## src/rtl/slt_pkg.sv

```systemverilog
// ----------------------------------------------------------------------------
// slt_pkg: shared definitions for the sorted list table
// Sizes, operation and status codes, controller/datapath link types and
// small helper functions.
// ----------------------------------------------------------------------------
package slt_pkg;

	localparam int DEPTH = 16;
	localparam int IDX_W = (DEPTH > 1) ? $clog2(DEPTH) : 1;
	localparam int CNT_W = $clog2(DEPTH + 1);
	localparam int VAL_W = 32;

	typedef enum logic [1:0] {
		OP_INSERT = 2'd0,
		OP_REMOVE = 2'd1,
		OP_SEARCH = 2'd2
	} op_t;

	typedef enum logic [2:0] {
		ST_INSERTED = 3'd0,
		ST_REMOVED  = 3'd1,
		ST_FOUND    = 3'd2,
		ST_NOTFOUND = 3'd3,
		ST_EMPTY    = 3'd4,
		ST_FULL     = 3'd5
	} status_t;

	// Commands from the controller to the datapath.
	typedef struct packed {
		logic load_in;
		logic cmp;
		logic upd;
	} dp_cmd_t;

	// Status from the datapath to the controller.
	typedef struct packed {
		logic             res_busy;
		logic [CNT_W-1:0] count;
	} dp_sts_t;

	// Index of the lowest set bit; zero when no bit is set.
	function automatic logic [IDX_W-1:0] first_one(input logic [DEPTH-1:0] v);
		logic [IDX_W-1:0] idx;
		idx = '0;
		for (int i = DEPTH - 1; i >= 0; i--) begin
			if (v[i]) begin
				idx = IDX_W'(i);
			end
		end
		return idx;
	endfunction

	// Reduces a count to the five bits of the result fields.
	function automatic logic [4:0] to_out5(input logic [CNT_W-1:0] c);
		logic [31:0] w;
		w = 32'(c);
		return w[4:0];
	endfunction

endpackage

```

## src/rtl/slt_req_if.sv

```systemverilog
// ----------------------------------------------------------------------------
// slt_req_if: request channel of the sorted list table
// Carries one operation and its value per item under a valid/ready handshake.
// ----------------------------------------------------------------------------
interface slt_req_if;
	logic              valid;
	logic              ready;
	logic [1:0]        op;
	logic signed [31:0] value;

	modport source (output valid, output op, output value, input ready);
	modport sink (input valid, input op, input value, output ready);
endinterface

```

## src/rtl/slt_rsp_if.sv

```systemverilog
// ----------------------------------------------------------------------------
// slt_rsp_if: response channel of the sorted list table
// Carries status, position and entry count per item under a valid/ready
// handshake.
// ----------------------------------------------------------------------------
interface slt_rsp_if;
	logic       valid;
	logic       ready;
	logic [2:0] status;
	logic [4:0] position;
	logic [4:0] count;

	modport source (output valid, output status, output position, output count,
		input ready);
	modport sink (input valid, input status, input position, input count,
		output ready);
endinterface

```

## src/rtl/slt_ctrl.sv

```systemverilog
// ----------------------------------------------------------------------------
// slt_ctrl: controller of the sorted list table
// Sequences capture, compare and update for one item at a time.
// ----------------------------------------------------------------------------
module slt_ctrl (
	input  logic             clk,
	input  logic             arst_n,
	input  logic             in_valid,
	output logic             in_ready,
	input  slt_pkg::dp_sts_t sts,
	output slt_pkg::dp_cmd_t cmd
);

	typedef enum logic [2:0] {
		S_IDLE = 3'b001,
		S_CMP  = 3'b010,
		S_UPD  = 3'b100
	} state_t;

	state_t state_q;
	state_t state_nx;

	always_ff @(posedge clk or negedge arst_n) begin
		if (!arst_n) begin
			state_q <= S_IDLE;
		end else begin
			state_q <= state_nx;
		end
	end

	always_comb begin
		state_nx    = state_q;
		cmd         = '0;
		in_ready    = 1'b0;
		unique case (state_q)
			S_IDLE: begin
				in_ready = 1'b1;
				if (in_valid) begin
					cmd.load_in = 1'b1;
					state_nx    = S_CMP;
				end
			end
			S_CMP: begin
				cmd.cmp  = 1'b1;
				state_nx = S_UPD;
			end
			S_UPD: begin
				// The result register must be free before the table changes.
				if (!sts.res_busy) begin
					cmd.upd  = 1'b1;
					state_nx = S_IDLE;
				end
			end
			default: begin
				state_nx = S_IDLE;
			end
		endcase
	end

endmodule

```

## src/rtl/slt_dp.sv

```systemverilog
// ----------------------------------------------------------------------------
// slt_dp: datapath of the sorted list table
// Holds the ordered entries, compares all of them against the key, shifts
// them on insert or remove and keeps the result register.
// ----------------------------------------------------------------------------
module slt_dp (
	input  logic                   clk,
	input  logic                   arst_n,
	input  slt_pkg::dp_cmd_t       cmd,
	output slt_pkg::dp_sts_t       sts,
	input  logic [1:0]             in_op,
	input  logic signed [31:0]     in_value,
	output logic                   res_valid,
	input  logic                   res_ready,
	output logic [2:0]             res_status,
	output logic [4:0]             res_position,
	output logic [4:0]             res_count
);

	localparam int N  = slt_pkg::DEPTH;
	localparam int IW = slt_pkg::IDX_W;
	localparam int CW = slt_pkg::CNT_W;

	logic [1:0]                        op_q;
	logic signed [slt_pkg::VAL_W-1:0]  key_q;
	logic signed [slt_pkg::VAL_W-1:0]  entry_q [N];
	logic signed [slt_pkg::VAL_W-1:0]  entry_nx [N];
	logic [CW-1:0]                     count_q;
	logic [CW-1:0]                     count_nx;
	logic [N-1:0]                      lt_c;
	logic [N-1:0]                      eq_c;
	logic [N-1:0]                      lt_s1;
	logic [N-1:0]                      eq_s1;
	logic [IW-1:0]                     hit_idx;
	logic                              hit;
	logic                              full;
	logic                              empty;
	logic                              wr_en;
	logic [2:0]                        status_nx;
	logic [CW-1:0]                     pos_nx;
	logic                              res_valid_q;
	logic [2:0]                        status_q;
	logic [4:0]                        pos_q;
	logic [4:0]                        rcount_q;

	always_ff @(posedge clk) begin
		if (cmd.load_in) begin
			op_q  <= in_op;
			key_q <= in_value;
		end
	end

	// Every cell compares its entry with the key; unused cells never match.
	always_comb begin
		for (int i = 0; i < N; i++) begin
			lt_c[i] = (CW'(i) < count_q) && (entry_q[i] < key_q);
			eq_c[i] = (CW'(i) < count_q) && (entry_q[i] == key_q);
		end
	end

	always_ff @(posedge clk) begin
		if (cmd.cmp) begin
			lt_s1 <= lt_c;
			eq_s1 <= eq_c;
		end
	end

	assign hit_idx = slt_pkg::first_one(eq_s1);
	assign hit     = |eq_s1;
	assign full    = (count_q == CW'(N));
	assign empty   = (count_q == '0);

	always_comb begin
		for (int j = 0; j < N; j++) begin
			entry_nx[j] = entry_q[j];
		end
		wr_en     = 1'b0;
		count_nx  = count_q;
		pos_nx    = '0;
		status_nx = slt_pkg::ST_NOTFOUND;
		unique case (op_q)
			slt_pkg::OP_INSERT: begin
				if (full) begin
					status_nx = slt_pkg::ST_FULL;
				end else begin
					wr_en     = 1'b1;
					count_nx  = count_q + CW'(1);
					status_nx = slt_pkg::ST_INSERTED;
					// Lower entries stay; the key lands on the first cell
					// that is not less; the rest move up by one.
					if (!lt_s1[0]) begin
						entry_nx[0] = key_q;
					end
					for (int j = 1; j < N; j++) begin
						if (!lt_s1[j]) begin
							entry_nx[j] = lt_s1[j-1] ? key_q : entry_q[j-1];
						end
					end
				end
			end
			slt_pkg::OP_REMOVE: begin
				if (empty) begin
					status_nx = slt_pkg::ST_EMPTY;
				end else if (hit) begin
					wr_en     = 1'b1;
					count_nx  = count_q - CW'(1);
					status_nx = slt_pkg::ST_REMOVED;
					for (int j = 0; j < N - 1; j++) begin
						if (IW'(j) >= hit_idx) begin
							entry_nx[j] = entry_q[j+1];
						end
					end
				end
			end
			default: begin
				if (empty) begin
					status_nx = slt_pkg::ST_EMPTY;
				end else if (hit) begin
					status_nx = slt_pkg::ST_FOUND;
					pos_nx    = CW'(hit_idx) + CW'(1);
				end
			end
		endcase
	end

	always_ff @(posedge clk) begin
		if (cmd.upd && wr_en) begin
			for (int j = 0; j < N; j++) begin
				entry_q[j] <= entry_nx[j];
			end
		end
	end

	always_ff @(posedge clk or negedge arst_n) begin
		if (!arst_n) begin
			count_q     <= '0;
			res_valid_q <= 1'b0;
		end else begin
			if (cmd.upd) begin
				count_q     <= count_nx;
				res_valid_q <= 1'b1;
			end else if (res_ready) begin
				res_valid_q <= 1'b0;
			end
		end
	end

	always_ff @(posedge clk) begin
		if (cmd.upd) begin
			status_q <= status_nx;
			pos_q    <= slt_pkg::to_out5(pos_nx);
			rcount_q <= slt_pkg::to_out5(count_nx);
		end
	end

	assign sts.res_busy = res_valid_q && !res_ready;
	assign sts.count    = count_q;
	assign res_valid    = res_valid_q;
	assign res_status   = status_q;
	assign res_position = pos_q;
	assign res_count    = rcount_q;

endmodule

```

## src/rtl/sorted_list_table.sv

```systemverilog
// ----------------------------------------------------------------------------
// sorted_list_table: ordered table of signed 32-bit values
// Insert, remove and search on a table of up to DEPTH entries held in
// ascending order, with one result item per request item.
// ----------------------------------------------------------------------------
// Each request item (op, value) produces exactly one response item
// (status, position, count). An insert places the value in front of the
// first stored value that is not less than it, so equal values end up in
// reverse arrival order; an insert into a full table is dropped with
// status full. A remove deletes the first equal entry, and a search
// reports its 1-based position; both report empty on an empty table and
// not found when no entry matches. The operation code 3 acts as a search.
// The count field is the number of entries after the operation; position
// is zero except for a successful search. The item is captured at the edge
// that accepts it; the controller then passes through a compare state, in
// which every table cell compares its entry against the key, and an update
// state, in which the cells shift and the result register is loaded. A new
// item is accepted only when the controller is back in its idle state. The
// response sits in its own register, so the next request is accepted while
// an earlier response still waits; the update step holds only when that
// register is still occupied.
// ----------------------------------------------------------------------------
module sorted_list_table (
	input  logic       clk,
	input  logic       arst_n,
	slt_req_if.sink    req,
	slt_rsp_if.source  rsp
);

	slt_pkg::dp_cmd_t cmd;
	slt_pkg::dp_sts_t sts;
	logic             in_ready;

	// The controller walks each item through capture, compare and update.
	slt_ctrl u_ctrl (
		.clk      (clk),
		.arst_n   (arst_n),
		.in_valid (req.valid),
		.in_ready (in_ready),
		.sts      (sts),
		.cmd      (cmd)
	);

	assign req.ready = in_ready;

	// The datapath owns the table, its fill count and the result register.
	slt_dp u_dp (
		.clk          (clk),
		.arst_n       (arst_n),
		.cmd          (cmd),
		.sts          (sts),
		.in_op        (req.op),
		.in_value     (req.value),
		.res_valid    (rsp.valid),
		.res_ready    (rsp.ready),
		.res_status   (rsp.status),
		.res_position (rsp.position),
		.res_count    (rsp.count)
	);

	// The fill count never passes the table size.
	a_count_bound : assert property (@(posedge clk) disable iff (!arst_n)
		sts.count <= slt_pkg::CNT_W'(slt_pkg::DEPTH))
		else $error("fill count exceeds table size");

	// An update always presents a response in the next cycle.
	a_upd_to_rsp : assert property (@(posedge clk) disable iff (!arst_n)
		cmd.upd |=> rsp.valid)
		else $error("update did not produce a response");

	// Only a successful search reports a nonzero position.
	a_pos_zero : assert property (@(posedge clk) disable iff (!arst_n)
		(rsp.valid && rsp.status != slt_pkg::ST_FOUND) |-> rsp.position == 5'd0)
		else $error("nonzero position without a found status");

	// No request is taken while the update is made.
	a_no_accept_busy : assert property (@(posedge clk) disable iff (!arst_n)
		cmd.upd |-> !req.ready)
		else $error("request accepted during update");

endmodule

```

## src/flat_wrapper.sv

```systemverilog
// flat-port wrapper written by rule: the top's interface ports become plain ports
module sorted_list_table_flat 
  (clk, arst_n, req_valid, req_op, req_value, req_ready, rsp_valid, rsp_status, rsp_position, rsp_count, rsp_ready);
  slt_req_if req_i ();
  slt_rsp_if rsp_i ();
  input  logic clk;
  input  logic arst_n;
  input wire logic [$bits(req_i.valid)-1:0] req_valid;
  input wire logic [$bits(req_i.op)-1:0] req_op;
  input wire logic [$bits(req_i.value)-1:0] req_value;
  output wire logic [$bits(req_i.ready)-1:0] req_ready;
  output wire logic [$bits(rsp_i.valid)-1:0] rsp_valid;
  output wire logic [$bits(rsp_i.status)-1:0] rsp_status;
  output wire logic [$bits(rsp_i.position)-1:0] rsp_position;
  output wire logic [$bits(rsp_i.count)-1:0] rsp_count;
  input wire logic [$bits(rsp_i.ready)-1:0] rsp_ready;
  assign req_i.valid = req_valid;
  assign req_i.op = req_op;
  assign req_i.value = req_value;
  assign req_ready = req_i.ready;
  assign rsp_valid = rsp_i.valid;
  assign rsp_status = rsp_i.status;
  assign rsp_position = rsp_i.position;
  assign rsp_count = rsp_i.count;
  assign rsp_i.ready = rsp_ready;
  sorted_list_table u_core (.clk(clk), .arst_n(arst_n), .req(req_i), .rsp(rsp_i));
endmodule
```

## config.mk

```make
export PLATFORM = sky130hd
export DESIGN_NAME = sorted_list_table_flat
export DESIGN_NICKNAME = d
export VERILOG_FILES = /design/src/rtl/slt_pkg.sv /design/src/rtl/slt_req_if.sv /design/src/rtl/slt_rsp_if.sv /design/src/rtl/slt_ctrl.sv /design/src/rtl/slt_dp.sv /design/src/rtl/sorted_list_table.sv /design/src/flat_wrapper.sv
export SDC_FILE = /design/constraint.sdc
export NUM_CORES = 2
export LEC_CHECK = 0
export ABC_AREA = 1
export BUFFER_PORTS_ARGS = -buffer_cell sky130_fd_sc_hd__buf_4
export CORE_ASPECT_RATIO = 1.75
export CORE_MARGIN = 10
export CORE_UTILIZATION = 35
export CTS_CLUSTER_SIZE = 30
export DETAILED_ROUTE_END_ITERATION = 10
export GPL_TIMING_DRIVEN = 0
export SLEW_MARGIN = 30
export SYNTH_ARGS = -nofsm -noshare
export SYNTH_HDL_FRONTEND = slang
export SYNTH_SLANG_ARGS = --single-unit
export TNS_END_PERCENT = 30
```

## constraint.sdc

```tcl
create_clock -name clk -period 5.8 [get_ports clk]
set_input_delay 1.16 -clock clk [delete_from_list [all_inputs] [get_ports clk]]
set_output_delay 1.16 -clock clk [all_outputs]
set_load 0.1 [all_outputs]
```

==> report_table.html <==
<table>
<tr><th>Metric</th><th>Value</th></tr>
<tr><th colspan="2">Status</th></tr>
<tr><td>Outcome</td><td>complete, no violations</td></tr>
<tr><th colspan="2">Finish</th></tr>
<tr><td>Commonest cells after routing, fill and taps aside</td><td>sky130_fd_sc_hd__nand2_1 (1673), sky130_fd_sc_hd__edfxtp_1 (591), sky130_fd_sc_hd__ha_1 (519), sky130_fd_sc_hd__o2111ai_1 (451), sky130_fd_sc_hd__a21oi_1 (243)</td></tr>
<tr><td>Number of filler instances in the final layout</td><td>11900</td></tr>
<tr><td>Layout net count</td><td>5380</td></tr>
<tr><td>Most common cell after layout, fill and taps aside</td><td>sky130_fd_sc_hd__nand2_1</td></tr>
<tr><td>Final Cell Area</td><td>47200 um^2</td></tr>
<tr><td>Share of final-layout standard cells stronger than drive strength 1</td><td>0.0827</td></tr>
<tr><td>Layout overhead on the synthesized area</td><td>13.4%</td></tr>
<tr><th colspan="2">Worst setup path</th></tr>
<tr><td>Arrival time at the worst endpoint</td><td>4.77 ns</td></tr>
<tr><td>Critical R2R Launch</td><td>u_core.u_dp.key_q[24]$_DFFE_PP_</td></tr>
<tr><td>Register-to-Register Setup Slack</td><td>1.42 ns</td></tr>
<tr><td>Worst path most repeated cell</td><td>sky130_fd_sc_hd__inv_1</td></tr>
<tr><td>Type of the worst setup path</td><td>flop to flop</td></tr>
<tr><td>Max FO, Critical Path</td><td>25</td></tr>
<tr><td>Buffers plus inverters on the worst setup path</td><td>3</td></tr>
<tr><td>Data required time at the worst endpoint</td><td>just over 6 ns</td></tr>
<tr><td>Cell with the largest stage delay on the worst path</td><td>sky130_fd_sc_hd__nor4_1</td></tr>
<tr><td>R2r endpoint</td><td>u_core.u_dp.eq_s1[8]$_DFFE_PP_</td></tr>
<tr><td>Max incr delay on CP</td><td>0.77 ns</td></tr>
<tr><td>Sequence of cells on the critical path</td><td>inv_1 -&gt; clkbuf_4 -&gt; ha_1 -&gt; nand2_1 -&gt; nor3_1 -&gt; inv_1 -&gt; nor4_1 -&gt; nor3b_1</td></tr>
<tr><td>CP top delay family</td><td>simple AND/OR/NAND/NOR gates</td></tr>
<tr><td>Worst reg-to-reg path cell count</td><td>8</td></tr>
<tr><td>Number of cells on the critical path</td><td>8</td></tr>
<tr><td>Timing endpoint of the critical path</td><td>u_core.u_dp.eq_s1[8]$_DFFE_PP_</td></tr>
<tr><td>CP startpoint</td><td>u_core.u_dp.key_q[24]$_DFFE_PP_</td></tr>
<tr><td>CP endpoint kind</td><td>flop</td></tr>
<tr><td>Kind of start point of the critical path</td><td>flop</td></tr>
<tr><th colspan="2">Power</th></tr>
<tr><td>Leakage</td><td>around 0.019 uW</td></tr>
<tr><td>Maximum VDD drop</td><td>0.245 mV</td></tr>
<tr><td>PwrDens</td><td>361 nW/um^2</td></tr>
<tr><th colspan="2">Clock tree</th></tr>
<tr><td>Master cell of the clock root buffer</td><td>sky130_fd_sc_hd__clkbuf_16</td></tr>
<tr><td>Clock-pin slew on the worst setup and hold paths</td><td>0.07 ns</td></tr>
<tr><td>Number of buffers inserted to repair setup after CTS</td><td>0</td></tr>
<tr><td>Clock tree from TritonCTS</td><td>built</td></tr>
<tr><td>Maximum buffer depth of the clock tree</td><td>3</td></tr>
<tr><td>Later-pin clock latency in the skew report</td><td>0.71 ns</td></tr>
<tr><td>Clock tree sinks</td><td>600</td></tr>
<tr><td>Hold-fix buffers, CTS</td><td>0</td></tr>
<tr><td>Inserted Clock Buffers</td><td>between 50 and 60</td></tr>
<tr><td>Number of levels in the clock H-tree</td><td>2</td></tr>
<tr><td>CTS resizes</td><td>0</td></tr>
<tr><th colspan="2">Die</th></tr>
<tr><td>Core area</td><td>118000 um^2</td></tr>
<tr><td>Floorplan die area</td><td>134000 um^2</td></tr>
<tr><td>Starting Density</td><td>0.352</td></tr>
<tr><td>Standard-cell rows</td><td>about 170</td></tr>
<tr><td>Y dimension of the die</td><td>476 um</td></tr>
<tr><td>I/O Pins</td><td>53</td></tr>
<tr><td>X dimension of the die</td><td>281 um</td></tr>
<tr><th colspan="2">Place</th></tr>
<tr><td>Buffers on Ports</td><td>52</td></tr>
<tr><td>Dpl cell area</td><td>45100 um^2</td></tr>
<tr><td>Routability-driven placement congestion ratio</td><td>0.983</td></tr>
<tr><td>Hpwl dp</td><td>147000 um</td></tr>
<tr><th colspan="2">Timing</th></tr>
<tr><td>Max frequency</td><td>0.228 GHz</td></tr>
<tr><td>Period Utilization, post-route</td><td>0.755</td></tr>
<tr><td>Hold slack</td><td>0.280 ns</td></tr>
<tr><td>Number of max-slew violations in the final report</td><td>0</td></tr>
<tr><td>Final critical path time including I/O delays and setup</td><td>4.38 ns</td></tr>
<tr><td>Tightest Pin Transition</td><td>1.06 ns</td></tr>
<tr><td>Setup repair after global routing missed its margin</td><td>no</td></tr>
<tr><td>Final Skew</td><td>0.0272 ns</td></tr>
<tr><td>Final setup violating endpoints</td><td>0</td></tr>
<tr><td>Remaining max-slew budget at the tightest pin</td><td>0.296</td></tr>
<tr><td>Number of hold violations in the final report</td><td>0</td></tr>
<tr><th colspan="2">Drt</th></tr>
<tr><td>Total detailed-routing wirelength</td><td>about 190000 um</td></tr>
<tr><td>Per-cell via count in the routed design</td><td>6.11</td></tr>
<tr><td>Total vias in the final route</td><td>39100</td></tr>
<tr><td>First-pass iteration count of the detailed router</td><td>8</td></tr>
<tr><td>Detailed-route DRC error count</td><td>0</td></tr>
<tr><td>Remaining antenna violation count after routing</td><td>0</td></tr>
<tr><td>First DRT Iteration DRCs</td><td>3542</td></tr>
<tr><td>Drt wl/cell</td><td>29.4 um</td></tr>
<tr><th colspan="2">Global routing</th></tr>
<tr><td>Tot GR Track Use</td><td>0.274</td></tr>
<tr><td>Number of global-route vias before repair</td><td>38500</td></tr>
<tr><td>Largest net degree at the start of global routing</td><td>26</td></tr>
<tr><td>Wire length of the first global-routing pass</td><td>263000 um</td></tr>
<tr><td>Total gr overflow</td><td>0</td></tr>
<tr><td>Initial antenna violation count</td><td>4</td></tr>
<tr><th colspan="2">Synth</th></tr>
<tr><td>Post-synthesis register bit count</td><td>600</td></tr>
<tr><td>Most instantiated flip-flop cell in the synthesis netlist</td><td>sky130_fd_sc_hd__edfxtp_1</td></tr>
<tr><td>Average instance area after synthesis</td><td>8.96 um^2</td></tr>
<tr><td>Sequential area share after synthesis</td><td>0.432</td></tr>
<tr><td>Post-synthesis net count</td><td>roughly 5200</td></tr>
<tr><td>Area share of the leading cell type in the synthesized netlist</td><td>0.427</td></tr>
<tr><td>Number of enable flip-flop cells after synthesis</td><td>slightly below 600</td></tr>
<tr><td>Post-synth ARST share</td><td>0.0150</td></tr>
<tr><td>Library cells used by synthesis</td><td>between 50 and 60</td></tr>
<tr><td>Cell taking the most area after synthesis</td><td>sky130_fd_sc_hd__edfxtp_1</td></tr>
<tr><td>Synthesized instance count</td><td>roughly 4600</td></tr>
<tr><td>Synth top area cells</td><td>sky130_fd_sc_hd__edfxtp_1 (43%), sky130_fd_sc_hd__ha_1 (16%), sky130_fd_sc_hd__nand2_1 (15%)</td></tr>
<tr><td>Total of warnings raised by yosys</td><td>0</td></tr>
<tr><td>Area of the mapped netlist</td><td>41600 um^2</td></tr>
<tr><th colspan="2">Min path</th></tr>
<tr><td>Worst Hold Class</td><td>primary input to async pin</td></tr>
<tr><th colspan="2">Flow run</th></tr>
<tr><td>Max Cap Violations</td><td>0</td></tr>
</table>
[logic make-up after synthesis]
kind of cell | Yosys count | synth area share
fa+ha+maj | 519 | 0.156
compound gates | 968 | 0.165
buf+inv | 538 | 0.0529
simple gates | 2020 | 0.194
flops | 600 | 0.432
[cell usage after synthesis, types with 16 or more instances]
cell / n
sky130_fd_sc_hd__clkbuf_1: 184
sky130_fd_sc_hd__ha_1: 519
sky130_fd_sc_hd__nor2_1: 102
sky130_fd_sc_hd__o21bai_1: 16
sky130_fd_sc_hd__a211oi_1: 18
sky130_fd_sc_hd__inv_1: 231
sky130_fd_sc_hd__buf_2: 90
sky130_fd_sc_hd__o21ai_0: 165
sky130_fd_sc_hd__edfxtp_1: 591
sky130_fd_sc_hd__nand3_1: 90
sky130_fd_sc_hd__o2111ai_1: 451
sky130_fd_sc_hd__buf_4: 18
sky130_fd_sc_hd__nand4_1: 62
sky130_fd_sc_hd__nor3_1: 39
sky130_fd_sc_hd__nand2_1: 1673
sky130_fd_sc_hd__a21oi_1: 246
sky130_fd_sc_hd__nor4_1: 25
[how the worst min path moves through the flow]
stage                                               from                                   end
finish                                            arst_n  u_core.u_ctrl.state_q[2]$_DFFE_PN0P_
global route                                      arst_n  u_core.u_ctrl.state_q[2]$_DFFE_PN0P_
CTS                                               arst_n  u_core.u_ctrl.state_q[2]$_DFFE_PN0P_
detailed placement  u_core.u_ctrl.state_q[1]$_DFFE_PN0P_  u_core.u_ctrl.state_q[1]$_DFFE_PN0P_
global placement    u_core.u_ctrl.state_q[1]$_DFFE_PN0P_  u_core.u_ctrl.state_q[1]$_DFFE_PN0P_
floorplan           u_core.u_ctrl.state_q[1]$_DFFE_PN0P_  u_core.u_ctrl.state_q[1]$_DFFE_PN0P_
[flip-flops by register name, indices dropped and copies added, names as in the netlist]
name	cells
u_core.u_dp.res_valid	1
u_core.u_dp.lt_s1	16
u_core.u_ctrl.state_q	3
u_core.u_dp.key_q	32
u_core.u_dp.entry_q	512
u_core.u_dp.res_position	5
u_core.u_dp.op_q	2
u_core.u_dp.eq_s1	16
u_core.u_dp.count_q	5
u_core.u_dp.res_status	3
u_core.u_dp.res_count	5
[layout make-up]
class / count / area (um^2) / share of cell area
multi-input cells: 3507 / 21600 / 0.458
flip-flops and latches: 600 / 18000 / 0.381
well taps: 1521 / 1900 / 0.0403
clock buffers: 61 / 1480 / 0.0315
plain buffers: 302 / 1430 / 0.0303
repair buffers: 117 / 1280 / 0.0271
inverters: 236 / 887 / 0.0188
clock inverters: 49 / 592 / 0.0125
diodes: 2 / 5.00 / 0.000106
[worst register-to-register path, delay by kind of cell, from the launching register on]
family,cells,cell delay [ns]
simple gates,4,2.01
flops,1,0.54
buf+inv,3,1.24
fa+ha+maj,1,0.28
[where the power goes]
part | internal (uW) | total [uW] | leakage [uW] | switching (uW)
sequential | 5410 | 5700 | 0.00545 | 289
combinational | 2040 | 7000 | 0.0130 | 4960
clock | 2340 | 4330 | 0.000985 | 1990
[through the flow]
stage | worst slack (ns) | power (uW) | util | instances | TNS, ns
2_1_floorplan | 0.837 | 9770 | - | 4645 | 0
3_3_place_gp | -1.45 | 12200 | 0.371 | 6218 | -241.99
3_5_place_dp | 1.78 | 12500 | 0.381 | 6283 | 0
4_1_cts | 1.73 | 16800 | 0.399 | 6393 | 0
5_1_grt | 1.52 | 17800 | 0.399 | 6394 | 0
6_report | 1.42 | 17000 | 0.399 | 6395 | 0
[layer usage]
layer	vias up	share of wire	wire length (um)	track usage
met5	-	0.000090	17	0
met4	2	0.13	24000	0.292
met3	959	0.061	11500	0.0438
met1	18700	0.31	59100	0.256
li1	17400	-	-	-
met2	2070	0.50	93400	0.489
(Power assumes the default switching activity.)
